===== src/rtl/sdlru_pkg.sv =====
// Shared types, codes and constants of the stream-demoting LRU replacement block.
// No dependencies; every file of the block but sdlru_stream_if imports this package.
package sdlru_pkg;

	localparam int DEF_NUM_SETS   = 64;
	localparam int DEF_NUM_WAYS   = 8;
	localparam int DEF_STAMP_BITS = 32;

	localparam int REQ_TYPE_W  = 2;
	localparam int SET_IN_W    = 6;
	localparam int WAY_IN_W    = 3;
	localparam int VICTIM_W    = 3;
	localparam int EVENT_W     = 2;
	localparam int CFG_IDX_W   = 2;
	localparam int CFG_DATA_W  = 1;
	localparam int QUEUE_DEPTH = 2;

	localparam logic [CFG_IDX_W-1:0] CFG_FILL_DEMOTE   = 2'd0;
	localparam logic [CFG_IDX_W-1:0] CFG_REUSE_PROMOTE = 2'd1;
	localparam logic [CFG_IDX_W-1:0] CFG_PAGE_UNLEARN  = 2'd2;

	localparam logic [REQ_TYPE_W-1:0] REQ_TOUCH = 2'd0;
	localparam logic [REQ_TYPE_W-1:0] REQ_FILL  = 2'd1;
	localparam logic [REQ_TYPE_W-1:0] REQ_INVAL = 2'd2;
	localparam logic [REQ_TYPE_W-1:0] REQ_QUERY = 2'd3;

	typedef enum logic [EVENT_W-1:0] {
		EV_PLAIN         = 2'd0,
		EV_DEMOTED_FILL  = 2'd1,
		EV_DEMOTED_TOUCH = 2'd2,
		EV_PROMOTED      = 2'd3
	} event_t;

	typedef enum logic [2:0] {
		OP_TOUCH,
		OP_FILL,
		OP_INVAL,
		OP_QUERY,
		OP_NOP
	} op_t;

	typedef enum logic [1:0] {
		ST_CLEAR,
		ST_IDLE,
		ST_EXEC,
		ST_TREE
	} back_state_t;

	typedef struct packed {
		logic fill_demote_en;
		logic reuse_promote_en;
		logic page_unlearn_en;
	} cfg_t;

	typedef struct packed {
		op_t  op;
		logic is_stream;
	} cmd_ctl_t;

	localparam int CTL_W = $bits(cmd_ctl_t);

	typedef struct packed {
		logic [REQ_TYPE_W-1:0] req_type;
		logic [SET_IN_W-1:0]   set_index;
		logic [WAY_IN_W-1:0]   way;
		logic                  is_stream;
	} req_t;

	typedef struct packed {
		logic [VICTIM_W-1:0] victim_way;
		logic                promote_page;
		logic [EVENT_W-1:0]  event_res;
	} res_t;

endpackage


===== src/rtl/sdlru_fifo.sv =====
// Short command queue between the front end and the back end.
// Depends on sdlru_pkg for its depth.
module sdlru_fifo #(
	parameter int W = 8
) (
	input  logic         clk,
	input  logic         arst_n,
	input  logic         push,
	input  logic [W-1:0] din,
	output logic         full,
	input  logic         pop,
	output logic         empty,
	output logic [W-1:0] dout
);
	import sdlru_pkg::*;

	localparam int PTR_W = (QUEUE_DEPTH > 1) ? $clog2(QUEUE_DEPTH) : 1;
	localparam int CNT_W = $clog2(QUEUE_DEPTH + 1);

	logic [W-1:0]     slot_q [QUEUE_DEPTH];
	logic [PTR_W-1:0] wr_ptr_q;
	logic [PTR_W-1:0] rd_ptr_q;
	logic [CNT_W-1:0] count_q;

	assign full  = count_q == CNT_W'(QUEUE_DEPTH);
	assign empty = count_q == '0;
	assign dout  = slot_q[rd_ptr_q];

	always_ff @(posedge clk) begin
		if (push) begin
			slot_q[wr_ptr_q] <= din;
		end
	end

	always_ff @(posedge clk or negedge arst_n) begin
		if (!arst_n) begin
			wr_ptr_q <= '0;
			rd_ptr_q <= '0;
			count_q  <= '0;
		end else begin
			if (push) begin
				wr_ptr_q <= (wr_ptr_q == PTR_W'(QUEUE_DEPTH - 1)) ? '0 : wr_ptr_q + 1'b1;
			end
			if (pop) begin
				rd_ptr_q <= (rd_ptr_q == PTR_W'(QUEUE_DEPTH - 1)) ? '0 : rd_ptr_q + 1'b1;
			end
			if (push && !pop) begin
				count_q <= count_q + 1'b1;
			end else if (pop && !push) begin
				count_q <= count_q - 1'b1;
			end
		end
	end
endmodule


===== config.mk =====
export PLATFORM = sky130hd
export DESIGN_NAME = sdlru_fifo
export DESIGN_NICKNAME = d
export VERILOG_FILES = /design/src/rtl/sdlru_pkg.sv /design/src/rtl/sdlru_fifo.sv
export SDC_FILE = /design/constraint.sdc
export NUM_CORES = 1
export LEC_CHECK = 0
export ABC_AREA = 1
export BUFFER_PORTS_ARGS = -buffer_cell sky130_fd_sc_hd__buf_2
export CORE_UTILIZATION = 35
export DETAILED_ROUTE_END_ITERATION = 6
export PLACE_DENSITY = 0.63
export SETUP_SLACK_MARGIN = 0.3
export SYNTH_ARGS = -nofsm -noshare
export SYNTH_HDL_FRONTEND = slang
export SYNTH_SLANG_ARGS = --single-unit
export TNS_END_PERCENT = 50

===== constraint.sdc =====
create_clock -name clk -period 2.5 [get_ports clk]
set_input_delay 0.5 -clock clk [delete_from_list [all_inputs] [get_ports clk]]
set_output_delay 0.5 -clock clk [all_outputs]
set_load 0.02 [all_outputs]

# Word-level counts from Yosys, hierarchy flattened
# Memories as Yosys holds them, arrays and structs flattened.
# Cells that the tools add are included.
# Widths: inputs -> output; s select.
[op_classes]
n_addsub = 4
eq_ne = 1
n_mux = 6
reduce_logical = 6
[op_table]
columns = ["op", "count"]
rows = [
  ["$mux 1", 4],
  ["$mux 2", 2],
  ["$add 1x1->1 const B", 2],
  ["$add 2x1->2 const B", 1],
  ["$eq 2x2->1 const B", 1],
  ["$logic_and 1x1->1", 2],
  ["$logic_not 1->1", 2],
  ["$logic_not 2->1", 1],
  ["$reduce_bool 2->1", 1],
  ["$sub 2x1->2 const B", 1],
]
[word_totals]
regBits = 4
ramBits = 16
input_bits = 12
out_inout_bits = 10
wordCells = 21
memories = 1
[memory_table]
columns = ["name", "depth", "word_bits", "read_ports", "rd_ports_with_merged_regs", "wr", "line", "rtl"]
rows = [
  ["slot_q", 2, 8, 1, 0, 1, "sdlru_fifo.sv:20", "logic [W-1:0] slot_q [QUEUE_DEPTH];"],
]

# Logic depth before layout (Yosys ltp)
[logic_depth]
ltp_word = 4
ltp_mapped = 7
ltp_nobuf = 7

# Least setup slack after synthesis
# Ideal clock, no wire load.
[synth_timing]
path_type = "register to output"
start = "register rd_ptr_q"
end = "output port dout[0]"
arrival_ns = 0.826
path_slack_ns = 1.174
path_stages_with_launch = 3
n_path_buf = 1
cell_sequence = "dfrtp_1 -> buf_6 -> mux2_4"
[synth_between]
elab_chain_cells = 1
[synth_rtl]
columns = ["element", "line", "rtl"]
rows = [
  ["start, declared", "sdlru_fifo.sv:22", "logic [PTR_W-1:0] rd_ptr_q;"],
  ["start signal, assigned", "sdlru_fifo.sv:45", "rd_ptr_q <= (rd_ptr_q == PTR_W'(QUEUE_DEPTH - 1)) ? '0 : rd_ptr_q + 1'b1;"],
  ["$mem_v2 2x8", "n/a", ""],
  ["end, declared", "sdlru_fifo.sv:13", "output logic [W-1:0] dout"],
]
# No other way between the ends.

# Final worst setup path
[layout_timing]
start = "register rd_ptr_q"
end = "output port dout[4]"
# The elaborated chain is that of the path after synthesis.

==> flow_summary_export.csv <==
group,metric,value,unit
power_and_ir_drop,power_switching,0.351,mW
clock_network,clock_insertion_delay_worst_skew,280,ps
sta,fin_skew,0.913,ps
worst_setup_path,critPathMaxStageDelay,700,ps
placement,io_buffers,21,
synthesis,synthXorXnorAreaFrac,3.21,%
worst_setup_path,crit-reg2reg-launch,"wr_ptr_q$_DFFE_PN0P_",
worst_setup_path,worst-path-max-fanout,9,
route,initialDrtViolationCount,4,
clock_network,cts_buffers,3,
synthesis,postSynthCellCount,50,
worst_setup_path,setup.worst_path.end,"dout[4]",
sta,finalSetupViolCount,0,
power_and_ir_drop,cellInternalPower,0.687,mW
worst_setup_path,r2r.worst_path.cells,1,
outcome,run_status,"complete, no violations",
die,die_height,50.4,µm
worst_setup_path,timing.critical_path.from_type,"register",
clock_network,post_cts_buffers,0,
global_routing,grt_usage,10.3,%
synthesis,synth.ff_latch_count,20,
job,maxCapViolations,0,
clock_network,numClockSinks,20,
final_layout,syn_to_final_growth,20.2,%
clock_network,clockBufferDepth,2,
sta,maxSlewViolCount,0,
final_layout,mostFrequentLayoutCells,"sky130_fd_sc_hd__buf_2 (21), sky130_fd_sc_hd__edfxtp_1 (16), sky130_fd_sc_hd__mux2_4 (8), sky130_fd_sc_hd__inv_1 (7), sky130_fd_sc_hd__nand2_1 (5)",
sta,clock.fmax,504,MHz
power_and_ir_drop,comb_power_share,35.1,%
synthesis,syn_avg_cell_area,16.4,µm²
worst_setup_path,worst_setup_sp,"rd_ptr_q$_DFFE_PN0P_",
synthesis,synthSimpleGateAreaFrac,5.05,%
power_and_ir_drop,vdd_drop_max,0.567,mV
sta,layout_min_cycle_time,1980,ps
global_routing,grt_max_degree,12,
hold_path,hold_class,"input pin to register",
power_and_ir_drop,total_power,1.04,mW
route,routedWlPerCell,10.6,µm
route,num_vias,447,
global_routing,grt_antenna_before_repair,0,
power_and_ir_drop,power_per_cell_area,1050,mW/mm²
power_and_ir_drop,p_clk_share,14.0,%
synthesis,mux_share_of_post_synthesis_cell_area,14.7,%
worst_setup_path,timing.critical_path.arrival,1480,ps
placement,place_area,947,µm²
global_routing,residual_overflow_from_global_routing,0,
clock_network,cts.root.buffer_cell,"sky130_fd_sc_hd__clkbuf_4",
final_layout,fillers,225,
route,routed_wirelength,1090,µm
route,detailedRoute.firstPassIterationCount,4,
sta,relSlewSlack,54.2,%
die,io_pins,22,
synthesis,synth_seq_area_share,70.9,%
power_and_ir_drop,p_leak,0.445,nW
final_layout,nNetsFinal,89,
worst_setup_path,setup.worst_path.class,"register to output port",
route,remaining_drc_errors,0,
sta,timing.setup.tns,0,ps
sta,timing.final.hold_violations,0,
final_layout,n_antenna_cell,0,
worst_setup_path,cp-end-kind,"output port",
worst_setup_path,crit_slowest_cell,"sky130_fd_sc_hd__dfrtp_1",
sta,whs,396,ps
sta,post-route-period-util,79.4,%
placement,dpl.hpwl,811,µm
worst_setup_path,r2r-end,"slot_q[0][7]$_DFFE_PP_",
sta,timing_worst_slew_pin_value,684,ps
global_routing,via_count_of_the_first_global_routing_pass,456,
placement,gp_routability_congestion,0.628,
final_layout,layout_commonest_cell,"sky130_fd_sc_hd__buf_2",
final_layout,proportion_of_layout_cells_with_a_drive_suffix_above_1,42.7,%
worst_setup_path,worstPathCellList,"mux2_4 -> buf_2",
clock_network,tritoncts_clock_tree,"built",
clock_network,cts.reportedPaths.clkPinSlew,100,ps
die,core-area,0.00221,mm²
die,starting_density,37.0,%
synthesis,synth-compound-area-share,0,%
worst_setup_path,timing.reg2reg.setup_slack,1180,ps
power_and_ir_drop,share_seq_of_total_power,50.9,%
global_routing,grt_first_pass_wirelength,1840,µm
final_layout,fin_area,983,µm²
synthesis,yosysUniqueCellTypes,12,
final_layout,final_core_utilization,44.5,%
clock_network,htree_levels,1,
synthesis,post_synth_net_total,63,
sta,grt_setup_unrepaired,"false",
route,drt.antenna.violating_nets,0,
die,rows,17,
worst_setup_path,worst-endpoint-required,2000,ps
synthesis,yosysWarningCount,0,
die,design.die.area,0.00254,mm²
power_and_ir_drop,power.share.switching,33.8,%
synthesis,synth-adder-area-share,1.53,%
route,detail_route.vias_per_cell,4.34,
die,die_width,50.4,µm
synthesis,post_synth_instance_area,818,µm²
synthesis,main_combinational_cell_family_by_area_after_synthesis,"multiplexers",
-- power by group through the flow --
stage | clock network (mW) | logic, mW | registers (mW)
after floorplan | 0 | 0.322 | 0.491
after global placement | 0 | 0.362 | 0.531
after detailed placement | 0 | 0.368 | 0.537
after CTS | 0.150 | 0.370 | 0.529
after global routing | 0.162 | 0.394 | 0.543
final | 0.145 | 0.364 | 0.528
-- metal layers --
metal	track usage, %	routed length [µm]	vias to the layer above
li1	-	-	220
met1	11.5	462	211
met2	17.3	552	16
met3	3.03	77	0
met4	5.56	0	0
met5	0	0	-
-- final cells by class --
cell class              count  area (µm²)  share of cell area [%]
clock buffers               3        22.5                    2.29
clock inverters             1        3.75                   0.382
inverters                   7        26.3                    2.67
multi-input cells          22         200                    20.4
flip-flops and latches     20         581                    59.0
well taps                  28        35.0                    3.56
repair buffers             22         115                    11.7
-- cells by family (layout without fill, tap and decap cells) --
family        count (synthesis)  in the layout
simple gates                 10             10
mux                           8              8
buf+inv                       8             33
flops                        20             20
xor+xnor                      3              3
fa+ha+maj                     1              1
-- worst min path at each step --
stage	slack (ps)	depth (start not counted)	start	to
6_report	400	1	din[6]	slot_q[0][6]$_DFFE_PP_
5_1_grt	370	1	din[6]	slot_q[1][6]$_DFFE_PP_
4_1_cts	390	1	din[6]	slot_q[0][6]$_DFFE_PP_
3_5_place_dp	310	1	arst_n	count_q[1]$_DFFE_PN0P_
3_3_place_gp	310	1	arst_n	count_q[1]$_DFFE_PN0P_
2_1_floorplan	200	0	arst_n	count_q[0]$_DFFE_PN0P_
-- through the flow --
stage / instances / setup WS [ps]
after global routing: 103 / 429
after floorplan: 50 / 1170
after global placement: 98 / 848
final: 103 / 516
after detailed placement: 98 / 824
after CTS: 103 / 492
-- flip-flops by register name, summed over array words and instances (netlist names) --
name / flops
rd_ptr_q: 1
slot_q: 16
count_q: 2
wr_ptr_q: 1
-- cells in the mapped netlist, drive strengths merged --
library cell  number  area [µm²]
edfxtp            16         480
mux2               8         120
inv                7        26.3
nand2              5        18.8
dfrtp              4         100
nor2               3        11.3
xor2               2        17.5
buf                1        11.3
ha                 1        12.5
nand3              1        5.00
nand4              1        6.26
xnor2              1        8.76
-- what timing repair did --
item / in CTS / in global routing
endpoints found under the hold margin: 4 / 0
hold buffers: 1 / 0
gates resized for setup: 0 / 0
-- worst max-delay path, delay by kind of cell (launching register included) --
family / cells / cell delay [ps]
flip-flops: 1 / 700
buffers and inverters: 1 / 160
multiplexers: 1 / 350
Note: power is estimated with default switching activity, not from simulation.
